**src/cdcb_pkg.sv**
```systemverilog
// Shared constants, types and helper functions for the chunk boundary finder.
// No dependencies; every other file of the block imports this package.
`default_nettype none

package cdcb_pkg;

	localparam int WINDOW_LEN  = 16;
	localparam int MAX_LEN     = 1048576;
	localparam int COUNT_W     = $clog2(MAX_LEN);
	localparam int POS_W       = 20;
	localparam int BYTE_W      = 8;
	localparam int HASH_W      = 8;
	localparam int HASH_BASE   = 3;
	localparam int QUEUE_DEPTH = 4;
	localparam int QPTR_W      = $clog2(QUEUE_DEPTH);
	localparam int CFG_IDX_W   = 2;
	localparam int CFG_DATA_W  = 8;

	localparam logic [CFG_IDX_W-1:0] REG_MATCH_TARGET = CFG_IDX_W'(0);
	localparam logic [CFG_IDX_W-1:0] REG_MATCH_MASK   = CFG_IDX_W'(1);

	localparam logic [HASH_W-1:0] TARGET_RESET = HASH_W'(0);
	localparam logic [HASH_W-1:0] MASK_RESET   = HASH_W'(255);

	function automatic logic [HASH_W-1:0] pow_base(input int n);
		logic [HASH_W-1:0] acc;
		acc = HASH_W'(1);
		for (int i = 0; i < n; i++) begin
			acc = HASH_W'(int'(acc) * HASH_BASE);
		end
		return acc;
	endfunction

	// Weight of the byte that leaves the window, after the whole hash is scaled by the base.
	localparam logic [HASH_W-1:0] DROP_WEIGHT = pow_base(WINDOW_LEN + 1);

	typedef enum logic [1:0] {
		KIND_SKIP,
		KIND_TEST,
		KIND_FINAL
	} item_kind_t;

	typedef struct packed {
		item_kind_t        kind;
		logic [POS_W-1:0]  pos;
		logic [HASH_W-1:0] hash;
	} cdcb_entry_t;

	typedef struct packed {
		logic full;
		logic empty;
	} queue_status_t;

endpackage

`default_nettype wire

```
**src/content_defined_chunk_boundary_core.sv**
```systemverilog
// A byte accepted by the front end is written into the queue; its boundary word, if any,
// is loaded from the queue head into the output register when the back end pops the entry.
// Throughput: one byte per cycle when not stalled, set by the combinational rolling hash update.
// The four-entry queue lets input continue while a result waits; input stalls only when full.
// Reset clears the window, byte count, hash, queue and output; match_target resets to 0 and
// match_mask to 255. No clearing pass is needed after reset.
`default_nettype none

module content_defined_chunk_boundary_core import cdcb_pkg::*; (
	input  wire logic                  clk,
	input  wire logic                  arst_n,
	input  wire logic                  cfg_wr_en,
	input  wire logic [CFG_IDX_W-1:0]  cfg_index,
	input  wire logic [CFG_DATA_W-1:0] cfg_data,
	input  wire logic                  in_valid,
	output logic                       in_stall,
	input  wire logic [BYTE_W-1:0]     data_byte,
	input  wire logic                  is_last,
	output logic                       out_valid,
	input  wire logic                  out_stall,
	output logic [POS_W-1:0]           boundary_pos,
	output logic                       is_final
);

	queue_status_t q_status;
	cdcb_entry_t   push_entry;
	cdcb_entry_t   head;
	logic          push;
	logic          pop;

	cdcb_front u_front (
		.clk       (clk),
		.arst_n    (arst_n),
		.in_valid  (in_valid),
		.in_stall  (in_stall),
		.data_byte (data_byte),
		.is_last   (is_last),
		.q_status  (q_status),
		.q_push    (push),
		.q_entry   (push_entry)
	);

	cdcb_queue u_queue (
		.clk        (clk),
		.arst_n     (arst_n),
		.push       (push),
		.push_entry (push_entry),
		.pop        (pop),
		.head       (head),
		.status     (q_status)
	);

	cdcb_back u_back (
		.clk          (clk),
		.arst_n       (arst_n),
		.cfg_wr_en    (cfg_wr_en),
		.cfg_index    (cfg_index),
		.cfg_data     (cfg_data),
		.q_status     (q_status),
		.q_head       (head),
		.q_pop        (pop),
		.out_valid    (out_valid),
		.out_stall    (out_stall),
		.boundary_pos (boundary_pos),
		.is_final     (is_final)
	);

endmodule

`default_nettype wire

```
**src/cdcb_front.sv**
```systemverilog
// Front end: accepts bytes, keeps the window, byte count and rolling hash,
// and classifies each word for the queue. Depends on cdcb_pkg.
`default_nettype none

module cdcb_front import cdcb_pkg::*; (
	input  wire logic              clk,
	input  wire logic              arst_n,
	input  wire logic              in_valid,
	output logic                   in_stall,
	input  wire logic [BYTE_W-1:0] data_byte,
	input  wire logic              is_last,
	input  wire queue_status_t     q_status,
	output logic                   q_push,
	output cdcb_entry_t            q_entry
);

	logic [BYTE_W-1:0]  win_q [WINDOW_LEN];
	logic [COUNT_W-1:0] cnt_q;
	logic [HASH_W-1:0]  hash_q;
	logic [HASH_W-1:0]  hash_next;
	logic [HASH_W-1:0]  scaled_old;
	logic [HASH_W-1:0]  scaled_new;
	logic [HASH_W-1:0]  dropped;
	logic               accept;

	assign in_stall = q_status.full;
	assign accept   = in_valid && !q_status.full;
	assign q_push   = accept;

	assign scaled_old = HASH_W'({hash_q, 1'b0}) + hash_q;
	assign scaled_new = HASH_W'({data_byte, 1'b0}) + HASH_W'(data_byte);
	assign dropped    = HASH_W'(win_q[0] * DROP_WEIGHT);
	assign hash_next  = HASH_W'(scaled_old + scaled_new - dropped);

	always_comb begin
		q_entry.hash = hash_next;
		if (is_last) begin
			q_entry.kind = KIND_FINAL;
			q_entry.pos  = POS_W'(cnt_q);
		end else if (cnt_q >= COUNT_W'(2 * WINDOW_LEN - 1)) begin
			q_entry.kind = KIND_TEST;
			q_entry.pos  = POS_W'(cnt_q - COUNT_W'(WINDOW_LEN));
		end else begin
			q_entry.kind = KIND_SKIP;
			q_entry.pos  = POS_W'(cnt_q);
		end
	end

	always_ff @(posedge clk or negedge arst_n) begin
		if (!arst_n) begin
			cnt_q  <= '0;
			hash_q <= '0;
			for (int i = 0; i < WINDOW_LEN; i++) begin
				win_q[i] <= '0;
			end
		end else if (accept) begin
			if (is_last) begin
				cnt_q  <= '0;
				hash_q <= '0;
				for (int i = 0; i < WINDOW_LEN; i++) begin
					win_q[i] <= '0;
				end
			end else begin
				if (cnt_q != COUNT_W'(MAX_LEN - 1)) begin
					cnt_q <= cnt_q + COUNT_W'(1);
				end
				hash_q <= hash_next;
				for (int i = 0; i < WINDOW_LEN - 1; i++) begin
					win_q[i] <= win_q[i + 1];
				end
				win_q[WINDOW_LEN - 1] <= data_byte;
			end
		end
	end

endmodule

`default_nettype wire

```
**src/cdcb_queue.sv**
```systemverilog
// Short first-in first-out queue between the front and back ends.
// Holds classified words; depends on cdcb_pkg.
`default_nettype none

module cdcb_queue import cdcb_pkg::*; (
	input  wire logic          clk,
	input  wire logic          arst_n,
	input  wire logic          push,
	input  wire cdcb_entry_t   push_entry,
	input  wire logic          pop,
	output cdcb_entry_t        head,
	output queue_status_t      status
);

	cdcb_entry_t       mem_q [QUEUE_DEPTH];
	logic [QPTR_W-1:0] wr_ptr_q;
	logic [QPTR_W-1:0] rd_ptr_q;
	logic [QPTR_W:0]   count_q;

	assign status.full  = (count_q == (QPTR_W + 1)'(QUEUE_DEPTH));
	assign status.empty = (count_q == '0);
	assign head         = mem_q[rd_ptr_q];

	always_ff @(posedge clk) begin
		if (push) begin
			mem_q[wr_ptr_q] <= push_entry;
		end
	end

	always_ff @(posedge clk or negedge arst_n) begin
		if (!arst_n) begin
			wr_ptr_q <= '0;
			rd_ptr_q <= '0;
			count_q  <= '0;
		end else begin
			if (push) begin
				wr_ptr_q <= wr_ptr_q + QPTR_W'(1);
			end
			if (pop) begin
				rd_ptr_q <= rd_ptr_q + QPTR_W'(1);
			end
			if (push && !pop) begin
				count_q <= count_q + (QPTR_W + 1)'(1);
			end else if (pop && !push) begin
				count_q <= count_q - (QPTR_W + 1)'(1);
			end
		end
	end

endmodule

`default_nettype wire

```
**src/cdcb_back.sv**
```systemverilog
// Back end: holds the match registers, tests queued words and drives the
// registered result channel. Depends on cdcb_pkg.
`default_nettype none

module cdcb_back import cdcb_pkg::*; (
	input  wire logic                  clk,
	input  wire logic                  arst_n,
	input  wire logic                  cfg_wr_en,
	input  wire logic [CFG_IDX_W-1:0]  cfg_index,
	input  wire logic [CFG_DATA_W-1:0] cfg_data,
	input  wire queue_status_t         q_status,
	input  wire cdcb_entry_t           q_head,
	output logic                       q_pop,
	output logic                       out_valid,
	input  wire logic                  out_stall,
	output logic [POS_W-1:0]           boundary_pos,
	output logic                       is_final
);

	logic [HASH_W-1:0] target_q;
	logic [HASH_W-1:0] mask_q;
	logic              out_valid_q;
	logic [POS_W-1:0]  pos_q;
	logic              final_q;
	logic              emit;

	assign q_pop        = !q_status.empty && (!out_valid_q || !out_stall);
	assign out_valid    = out_valid_q;
	assign boundary_pos = pos_q;
	assign is_final     = final_q;

	always_comb begin
		unique case (q_head.kind)
			KIND_FINAL: emit = 1'b1;
			KIND_TEST:  emit = ((q_head.hash & mask_q) == target_q);
			default:    emit = 1'b0;
		endcase
	end

	always_ff @(posedge clk or negedge arst_n) begin
		if (!arst_n) begin
			target_q <= TARGET_RESET;
			mask_q   <= MASK_RESET;
		end else if (cfg_wr_en) begin
			unique case (cfg_index)
				REG_MATCH_TARGET: target_q <= HASH_W'(cfg_data);
				REG_MATCH_MASK:   mask_q   <= HASH_W'(cfg_data);
				default: ;
			endcase
		end
	end

	always_ff @(posedge clk or negedge arst_n) begin
		if (!arst_n) begin
			out_valid_q <= 1'b0;
		end else if (q_pop) begin
			out_valid_q <= emit;
		end else if (!out_stall) begin
			out_valid_q <= 1'b0;
		end
	end

	always_ff @(posedge clk) begin
		if (q_pop && emit) begin
			pos_q   <= q_head.pos;
			final_q <= (q_head.kind == KIND_FINAL);
		end
	end

endmodule

`default_nettype wire

```
**config.mk**
```make
export PLATFORM = sky130hd
export DESIGN_NAME = content_defined_chunk_boundary_core
export DESIGN_NICKNAME = d
export VERILOG_FILES = /design/src/cdcb_pkg.sv /design/src/content_defined_chunk_boundary_core.sv /design/src/cdcb_front.sv /design/src/cdcb_queue.sv /design/src/cdcb_back.sv
export SDC_FILE = /design/constraint.sdc
export NUM_CORES = 1
export LEC_CHECK = 0
export BUFFER_PORTS_ARGS = -buffer_cell sky130_fd_sc_hd__buf_4
export CAP_MARGIN = 30
export CORE_MARGIN = 2
export CORE_UTILIZATION = 30
export DETAILED_ROUTE_END_ITERATION = 8
export GPL_TIMING_DRIVEN = 0
export PLACE_DENSITY = 0.42
export SLEW_MARGIN = 5
export SYNTH_ARGS = -nofsm -noshare
export SYNTH_HDL_FRONTEND = slang
export SYNTH_SLANG_ARGS = --single-unit
```
**constraint.sdc**
```tcl
create_clock -name clk -period 4.65 [get_ports clk]
set_input_delay 0.465 -clock clk [delete_from_list [all_inputs] [get_ports clk]]
set_output_delay 0.465 -clock clk [all_outputs]
set_load 0.05 [all_outputs]
```
==> reports/metrics.cfg, run 1 <==
[cells_and_area]
area_growth_pct=17.3
layout_commonest_cell=nand2_1
final_core_util_pct=35.8
final_nets=1333
final_cell_mix=nand2_1, dfrtp_1, edfxtp_1
num_antenna_cells=0
drive_gt1_share_pct=17.0
fillCellCount=4657

[timing]
fmax_ghz=0.230
tightest_slew_ns=0.825
rsz0062_at_grt=false
drv_slew=0
setup_viol=0
fin_skew_ns=0.0183
finalCriticalPeriod_ns=4.35
holdWs_ns=0.163
slew_headroom_pct=45.0
setup_tns_ns=0
min_period_over_period_pct=93.5
hold_violations=0

[detailed_routing]
ant_nets=0
drt_pass1_iterations=6
drtIter0Drc=476
wire_per_inst_um=15.8
avgViaCountPerCell=4.50
vias=8453
drc_errors=0
wl_um=29800

[clock_network]
root_buffer=clkbuf_16
htreeDepth=2
cts_buffer_depth=3
worstSkewPairLatency_ns=0.54
cts_tree=done
cts_buffers=38
cts.sinks=321
clkTransAtPathRegs_ns=0.06
cts_setup_buffers=0

[global_routing]
use_met2_pct=21.1
grt_start_max_net_pins=97
antenna_found_initial=0
met1_usage_pct=16.7
grt.busiest_layer=met2
grt_use_met3_pct=2.40
grt_usage_pct=12.7
grt_pass1_wl_um=50000
grt_overflow=0
grt_pass1_vias=9016

[critical_path]
crit_path_start_kind=flop
cp-end-kind=flop
worstSetupPathType=reg -> reg
crit_required_ns=5.07
crit_path_cell_trace=ha_1 > inv_1 > ha_1 > or2_2 > ha_1 > fa_1 > inv_1 > fa_1 > inv_1 > ha_1 > inv_1 > fa_1 > inv_1 > a21o_1 > a21oi_1 > o21ai_1 > xnor2_2 > a22o_1
slowest_delay_ns=0.52
path_common_cell=inv_1
cpMaxStageDelayCell=fa_1
crit_fanout=5
critPathArrivalTime_ns=4.77

[die]
placementRows=79
pin_count=47
core_mm2=0.0468
die_width_um=222
die_area_mm2=0.0493
initial_core_util_pct=30.5
die_y_um=222

[pwr]
peakVddDrop_mv=0.395
p_per_area_mw_per_mm2=670
leakage_nw=7.50

[place]
place.gp.congestion=0.712
portBuffers=46
dp_hpwl_um=19900

[min_path]
min_path_type=in -> reg

[synth]
syn-num-nets=1240
seq_area_frac_synth_pct=61.3
yosys_warnings=0
yosys.area.top_type=dfrtp_1
synth-edff-count=141
synth_area_leaders=dfrtp_1, edfxtp_1, nand2_1
ys_async_sr_fraction_pct=56.1
synth.distinct_cells=59
ys_seq_elements=321
synth_area_mm2=0.0143
yosysTopAreaCellShare_pct=30.2
synth_ff_type=dfrtp_1
avgSynthCellArea_um2=12.4
syn_inst=1153

[flow_run]
max-cap-violations=0

[run_status]
status=completed

==> synthesized netlist by cell type, types with 2 or more instances <==
cell type,count
a22o_1,4
dfstp_2,8
a21o_1,3
nand2_1,275
nor2_1,29
buf_4,2
buf_1,11
and2_1,7
nand4_4,3
mux2i_1,2
ha_1,38
nor4_4,2
mux4_2,30
and4_1,2
and3_1,6
fa_1,25
inv_1,55
o21ai_0,14
buf_2,22
edfxtp_1,141
nand4_1,6
nor3b_1,2
or3_1,3
xnor2_1,35
dfrtp_1,172
o31ai_1,3
clkbuf_1,23
nor3_1,6
nor3_2,4
buf_6,5
a21oi_1,7
mux2_2,17
xor2_1,27
nand3_1,138
nand2b_1,2
==> critical path, delay by kind of cell, from the launching register on <==
family,cells,cell delay [ns]
adders and majority gates,7,2.22
DFF,1,0.45
buffers and inverters,5,0.28
and+or+nand+nor,1,0.30
AOI/OAI and AO/OA,4,0.80
xor gates and xnor gates,1,0.20
==> cell type report <==
class                           instances  area, um^2  share of cell area, %
Timing Repair Buffer                   53         513                   3.07
Inverter                               56         210                   1.26
Sequential cell                       321        8750                   52.3
Tap cell                              607         759                   4.54
Clock buffer                           47        1030                   6.13
Buffer                                 63         309                   1.85
Multi-Input combinational cell        713        5010                   30.0
Clock inverter                         20         153                  0.912
==> report_power, final <==
| group | internal, mW | leakage, nW | switching (mW) |
|---|---|---|---|
| Clock | 1.67 | 0.574 | 1.17 |
| Sequential | 4.10 | 3.75 | 0.227 |
| Combinational | 1.58 | 3.18 | 2.47 |
==> repair_timing <==
item                                    in CTS  in global routing
gates resized for setup                      0                  2
hold endpoints to repair                     2                  0
endpoints found under the setup margin       0                  5
hold buffers                                 1                  0
==> flip-flops by register name, summed over array words and instances, names as in the netlist <==
register,count
u_back.boundary_pos,20
u_back.is_final,1
u_back.mask_q,8
u_back.out_valid,1
u_back.target_q,8
u_front.cnt_q,20
u_front.hash_q,8
u_front.win_q,128
u_queue.count_q,3
u_queue.mem_q,120
u_queue.rd_ptr_q,2
u_queue.wr_ptr_q,2
==> final timing paths <==
kind / from / to / slack (ns) / depth (start not counted)
setup reg to reg: u_front.win_q[120] / u_front.hash_q[7] / 0.30 / 18
setup / recovery: u_front.win_q[120] / u_front.hash_q[7] / 0.30 / 18
min in group asynchronous: arst_n / u_back.target_q[3] / 0.56 / 2
max in group asynchronous: arst_n / u_front.win_q[63] / 3.14 / 3
hold reg to reg: u_front.win_q[81] / u_front.win_q[81] / 0.46 / 2
hold / removal: out_stall / u_back.out_valid / 0.16 / 3
==> cell families after synthesis <==
group	Yosys count	share of synthesized area [%]
simple gates	497	16.1
compound gates	42	2.12
xor+xnor	62	3.81
buf+inv	119	3.64
fa+ha+maj	63	6.84
mux	49	6.22
flops	321	61.3
==> per-stage QoR <==
step / total power, mW / area [um^2] / cells / setup slack [ns]
4_1_cts: 11.4 / 16700 / 1879 / 0.147
3_5_place_dp: 8.44 / 15500 / 1811 / 0.00240
3_3_place_gp: 8.31 / 15400 / 1806 / 0.0417
2_1_floorplan: 7.19 / 14300 / 1153 / 0.525
5_1_grt: 12.0 / 16700 / 1880 / 0.0167
6_report: 11.2 / 16700 / 1880 / 0.300
==> layer usage <==
layer,up-vias,wire length [um]
li1,4143,-
met5,-,0
met4,0,756
met3,53,1090
met2,109,14200
met1,4148,13800
(Power assumes the default switching activity.)
==> run 2, diff against run 1 <==
--- a/config.mk
+++ b/config.mk
@@ -8,10 +8,10 @@
 export BUFFER_PORTS_ARGS = -buffer_cell sky130_fd_sc_hd__buf_4
 export CAP_MARGIN = 30
 export CORE_MARGIN = 2
-export CORE_UTILIZATION = 30
+export CORE_UTILIZATION = 55
 export DETAILED_ROUTE_END_ITERATION = 8
 export GPL_TIMING_DRIVEN = 0
-export PLACE_DENSITY = 0.42
+export PLACE_DENSITY = 0.72
 export SLEW_MARGIN = 5
 export SYNTH_ARGS = -nofsm -noshare
 export SYNTH_HDL_FRONTEND = slang
==> reports/metrics.cfg, run 2 (same netlist as run 1, synthesis figures left out) <==
[run_status]
status=completed  ; unchanged

[die]
die_area_mm2=0.0272  ; was 0.0493 mm^2
pin_count=47  ; unchanged
core_mm2=0.0253  ; was 0.0468 mm^2
placementRows=58  ; was 79
die_y_um=165  ; was 222 um
initial_core_util_pct=56.3  ; was 30.5%
die_width_um=165  ; was 222 um

[min_path]
min_path_type=in -> reg  ; unchanged
hold_depth=3  ; unchanged

[place]
dp_cells=1530  ; was 1811
portBuffers=46  ; unchanged
place.gp.congestion=0.777  ; was 0.712
dp_hpwl_um=17200  ; was 19900 um

[pwr]
p_per_area_mw_per_mm2=676  ; was 670 mW/mm^2
finalPower_mw=11.0  ; was 11.2 mW
peakVddDrop_mv=0.503  ; was 0.395 mV
leakage_nw=7.42  ; was 7.50 nW

[clock_network]
cts.sinks=321  ; unchanged
htreeDepth=2  ; unchanged
cts_buffer_depth=3  ; unchanged
clkTransAtPathRegs_ns=0.06  ; about the same
cts_tree=done  ; unchanged
worstSkewPairLatency_ns=0.51  ; was 0.54 ns
root_buffer=clkbuf_16  ; unchanged
cts_buffers=34  ; was 38

[timing]
fmax_ghz=0.229  ; was 0.230 GHz
setup_tns_ns=0  ; unchanged
min_period_over_period_pct=93.7  ; was 93.5%
setup_viol=0  ; unchanged
rsz0062_at_grt=false  ; unchanged
tightest_slew_ns=0.903  ; was 0.825 ns
slew_headroom_pct=39.7  ; was 45.0%
hold_violations=0  ; unchanged
fin_skew_ns=0.0233  ; was 0.0183 ns
finalCriticalPeriod_ns=4.36  ; was 4.35 ns
drv_slew=0  ; unchanged

[detailed_routing]
avgViaCountPerCell=5.38  ; was 4.50
ant_nets=0  ; unchanged
wire_per_inst_um=16.4  ; was 15.8 um
vias=8543  ; was 8453
drc_errors=0  ; unchanged
drt_pass1_iterations=5  ; was 6
drtIter0Drc=588  ; was 476
wl_um=26100  ; was 29800 um

[cells_and_area]
drive_gt1_share_pct=16.5  ; was 17.0%
final_core_util_pct=64.0  ; was 35.8%
area_growth_pct=13.6  ; was 17.3%
num_antenna_cells=0  ; unchanged
multi_input_area_mm2=0.00501  ; unchanged
fillCellCount=1900  ; was 4657
layout_commonest_cell=nand2_1  ; unchanged
seqCellArea_mm2=0.00875  ; unchanged
final_cells=1588  ; was 1880
final_cell_mix=nand2_1, dfrtp_1, edfxtp_1  ; unchanged
final_nets=1324  ; was 1333
largest_reg_flops=128  ; unchanged
top_register=u_front.win_q  ; unchanged
largestRegisters=u_front.win_q x128, u_queue.mem_q x120  ; unchanged

[critical_path]
crit_path_start_kind=flop  ; unchanged
reg2reg_depth=18  ; unchanged
critPathArrivalTime_ns=4.75  ; was 4.77 ns
cpMaxStageDelayCell=fa_1  ; unchanged
path_common_cell=inv_1  ; unchanged
crit_fanout=5  ; unchanged
crit_path_cell_trace=ha_1 > inv_1 > ha_1 > or2_2 > ha_1 > fa_1 > inv_1 > fa_1 > inv_1 > ha_1 > inv_1 > fa_1 > inv_1 > a21o_1 > a21oi_1 > o21ai_0 > xnor2_2 > a22o_1  ; was ha_1 > inv_1 > ha_1 > or2_2 > ha_1 > fa_1 > inv_1 > fa_1 > inv_1 > ha_1 > inv_1 > fa_1 > inv_1 > a21o_1 > a21oi_1 > o21ai_1 > xnor2_2 > a22o_1
worstSetupPathType=reg -> reg  ; unchanged
cp-end-kind=flop  ; unchanged
slowest_delay_ns=0.52  ; about the same
crit_required_ns=5.04  ; was 5.07 ns

[global_routing]
grt_overflow=0  ; unchanged
grt_pass1_vias=8632  ; was 9016
grt_pass1_wl_um=43300  ; was 50000 um
antenna_found_initial=0  ; unchanged
grt_usage_pct=20.1  ; was 12.7%
grt_start_max_net_pins=97  ; unchanged

[flow_run]
max-cap-violations=0  ; unchanged

## run 2: repair_timing
| action | in CTS | in global routing |
|---|---|---|
| resized for setup | 0 | 1 |
| setup buffers | 0 | 0 |
| setup endpoints to repair | 0 | 5 |
| endpoints found under the hold margin | 58 | 0 |
| hold buffers | 1 | 0 |
## run 2: where the power goes
group | total, mW | internal [mW] | switching (mW) | leakage (nW)
clock network | 2.72 | 1.67 | 1.04 | 0.544
registers | 4.34 | 4.10 | 0.237 | 3.75
logic | 3.90 | 1.50 | 2.39 | 3.13
total | 11.0 | 7.28 | 3.67 | 7.42
## run 2: final timing paths
kind | from | endpoint | slack (ns)
setup / recovery | u_front.win_q[120] | u_front.hash_q[7] | 0.29
hold / removal | out_stall | u_back.out_valid | 0.19
setup reg to reg | u_front.win_q[120] | u_front.hash_q[7] | 0.29
hold reg to reg | u_front.win_q[47] | u_front.win_q[47] | 0.46
max in group asynchronous | arst_n | u_front.cnt_q[15] | 3.19
min in group asynchronous | arst_n | u_back.target_q[0] | 0.53
## run 2: stage by stage
step | hold slack [ns] | worst slack, ns | cell area [um^2]
detailed placement | 0.456 | -0.0111 | 15100
finish | 0.194 | 0.291 | 16200
global route | 0.189 | 0.0234 | 16200
CTS | 0.179 | 0.167 | 16200
floorplan | 0.169 | 0.525 | 14300
global placement | 0.450 | 0.160 | 15000
## run 2: final cells by class
class	instances	area share (%)
flip-flops and latches	321	54.0
multi-input cells	713	30.9
clock buffers	45	5.69
well taps	330	2.55
repair buffers	48	2.41
plain buffers	63	1.91
inverters	56	1.30
clock inverters	12	1.27
## run 2: per-layer routing
metal | vias up | global-route usage, % | share of wire [%]
li1 | 4116 | - | -
met3 | 35 | 3.12 | 3.7
met5 | - | 0 | 0
met2 | 145 | 33.7 | 49
met1 | 4247 | 27.9 | 46
met4 | 0 | 5.22 | 1.6
## run 2: critical path: cells and delay by family (launching register included)
kind                     cells  cell delay (ns)
AND/OR/NAND/NOR              1             0.29
AO/OA/AOI/OAI                4             0.83
buffers and inverters        5             0.27
flip-flops                   1             0.44
adder cells (fa/ha/maj)      7             2.18
XOR/XNOR                     1             0.22
==> run 3, diff against run 2 <==
==> constraint.sdc (replaced) <==
create_clock -name clk -period 5 [get_ports clk]
set_input_delay 0.5 -clock clk [delete_from_list [all_inputs] [get_ports clk]]
set_output_delay 0.5 -clock clk [all_outputs]
set_load 0.05 [all_outputs]
==> reports/metrics.cfg, run 3 (same netlist as run 1, synthesis figures left out) <==
[critical_path]
critPathBufInv=5  ; unchanged
rrSetupSlack_ns=0.54  ; was 0.29 ns
reg2reg_depth=18  ; unchanged
r2r-start=u_front.win_q[120]  ; unchanged
critPathTopFamily=adder cells  ; unchanged
crit_path_cell_trace=ha_1 > inv_1 > ha_1 > or2_2 > ha_1 > fa_1 > inv_1 > fa_1 > inv_1 > ha_1 > inv_1 > fa_1 > inv_1 > a21o_1 > a21oi_1 > o21ai_0 > xnor2_1 > a22o_1  ; was ha_1 > inv_1 > ha_1 > or2_2 > ha_1 > fa_1 > inv_1 > fa_1 > inv_1 > ha_1 > inv_1 > fa_1 > inv_1 > a21o_1 > a21oi_1 > o21ai_0 > xnor2_2 > a22o_1
cpMaxStageDelayCell=fa_1  ; unchanged
path_common_cell=inv_1  ; unchanged
crit_path_start_kind=flop  ; unchanged
slowest_delay_ns=0.52  ; about the same
worstSetupPathType=reg -> reg  ; unchanged
cp-end-kind=flop  ; unchanged
crit_required_ns=5.44  ; was 5.04 ns
worst_r2r_endpoint=u_front.hash_q[7]  ; unchanged
critPathArrivalTime_ns=4.90  ; was 4.75 ns
crit_fanout=5  ; unchanged

[global_routing]
use_met2_pct=33.7  ; unchanged
antenna_found_initial=0  ; unchanged
grt_pass1_wl_um=43300  ; unchanged
grt_pass1_vias=8632  ; unchanged
grt.busiest_layer=met2  ; unchanged
met1_usage_pct=27.9  ; unchanged
grt_usage_pct=20.1  ; unchanged
grt_start_max_net_pins=97  ; unchanged
grt_use_met3_pct=3.12  ; unchanged
grt_overflow=0  ; unchanged

[detailed_routing]
wire_per_inst_um=16.4  ; about the same
drtIter0Drc=591  ; was 588
drc_errors=0  ; unchanged
drt_pass1_iterations=5  ; unchanged
vias=8546  ; was 8543
avgViaCountPerCell=5.38  ; about the same
ant_nets=0  ; unchanged
wl_um=26100  ; about the same

[cells_and_area]
num_antenna_cells=0  ; unchanged
top_register=u_front.win_q  ; unchanged
drive_gt1_share_pct=16.4  ; was 16.5%
area_growth_pct=13.6  ; about the same
largest_reg_flops=128  ; unchanged
final_cell_mix=nand2_1, dfrtp_1, edfxtp_1  ; unchanged
layout_commonest_cell=nand2_1  ; unchanged
final_nets=1324  ; unchanged
largestRegisters=u_front.win_q x128, u_queue.mem_q x120  ; unchanged

[die]
core_mm2=0.0253  ; unchanged
initial_core_util_pct=56.3  ; unchanged
die_area_mm2=0.0272  ; unchanged
die_y_um=165  ; unchanged
pin_count=47  ; unchanged
die_width_um=165  ; unchanged
placementRows=58  ; unchanged

[min_path]
min_path_type=in -> reg  ; unchanged
hp-start=out_stall  ; unchanged
hold_depth=3  ; unchanged
holdPathEnd=u_back.out_valid  ; unchanged

[clock_network]
cts_setup_buffers=0  ; unchanged
cts_tree=done  ; unchanged
cts_buffer_depth=3  ; unchanged
htreeDepth=2  ; unchanged
root_buffer=clkbuf_16  ; unchanged
worstSkewPairLatency_ns=0.51  ; about the same
cts_buffers=34  ; unchanged
clkTransAtPathRegs_ns=0.06  ; about the same
cts.sinks=321  ; unchanged

[timing]
setup_viol=0  ; unchanged
setup_tns_ns=0  ; unchanged
min_period_over_period_pct=89.2  ; was 93.7%
fin_skew_ns=0.0232  ; was 0.0233 ns
rsz0062_at_grt=false  ; unchanged
drv_slew=0  ; unchanged
hold_violations=0  ; unchanged
fmax_ghz=0.224  ; was 0.229 GHz
tightest_slew_ns=0.903  ; about the same
slew_headroom_pct=39.7  ; about the same
finalCriticalPeriod_ns=4.46  ; was 4.36 ns

[pwr]
peakVddDrop_mv=0.468  ; was 0.503 mV
p_per_area_mw_per_mm2=625  ; was 676 mW/mm^2
leakage_nw=7.41  ; was 7.42 nW
finalPower_mw=10.1  ; was 11.0 mW

[place]
place.gp.congestion=0.777  ; unchanged
portBuffers=46  ; unchanged
dp_hpwl_um=17200  ; unchanged

[flow_run]
max-cap-violations=0  ; unchanged

[run_status]
status=completed  ; unchanged

## run 3: changes by cell type in the layout (fill, tap and decap cells not counted)
cell / before / now
xnor2_1: 34 / 35
xnor2_2: 1 / 0
## run 3: worst reg2reg max path, cell delays in order, from the launching register on
cell     delay, ns
dfrtp_1       0.44
ha_1          0.32
inv_1         0.06
ha_1          0.16
or2_2         0.29
ha_1          0.30
fa_1          0.48
inv_1         0.05
fa_1          0.52
inv_1         0.04
ha_1          0.20
inv_1         0.07
fa_1          0.20
inv_1         0.05
a21o_1        0.17
a21oi_1       0.23
o21ai_0       0.17
xnor2_1       0.43
a22o_1        0.21
## run 3: worst max path at each step
stage | start | to | slack (ns) | depth (start not counted)
after global placement | data_byte[0] | u_front.hash_q[7] | 0.47 | 20
after floorplan | data_byte[0] | u_front.hash_q[7] | 0.84 | 19
after global routing | u_front.win_q[120] | u_front.hash_q[7] | 0.26 | 18
after CTS | u_front.win_q[120] | u_front.hash_q[7] | 0.52 | 18
after detailed placement | data_byte[0] | u_front.hash_q[7] | 0.30 | 20
final | u_front.win_q[120] | u_front.hash_q[7] | 0.54 | 18
## run 3: repair_timing
item                      CTS  global route
hold buffers                1             0
resized for setup           0             0
hold endpoints to repair    3             0
## run 3: layout make-up
class | instances | area (um^2)
fillers | 1901 | 9120
flip-flops and latches | 321 | 8750
multi-input cells | 713 | 5010
clock buffers | 45 | 922
well taps | 330 | 413
repair buffers | 48 | 390
plain buffers | 63 | 309
inverters | 56 | 210
clock inverters | 12 | 205
## run 3: where the power goes
group | switching [mW] | total [mW] | internal [mW]
sequential | 0.221 | 4.04 | 3.82
clock | 0.971 | 2.53 | 1.56
combinational | 2.20 | 3.56 | 1.36
total | 3.39 | 10.1 | 6.73
## run 3: stage by stage
stage	hold slack [ns]	util, %	cell area [um^2]	worst slack (ns)	instances
after floorplan	0.204	-	14300	0.840	1153
after global placement	0.450	59.3	15000	0.475	1529
after detailed placement	0.456	59.5	15100	0.304	1530
after CTS	0.214	64.0	16200	0.517	1588
after global routing	0.224	64.0	16200	0.265	1588
final	0.229	64.0	16200	0.538	1588
## run 3: routing by layer
layer	part of all wire, %	up-vias
met1	46	4240
met4	1.6	0
li1	-	4116
met5	0	-
met3	3.8	35
met2	49	155
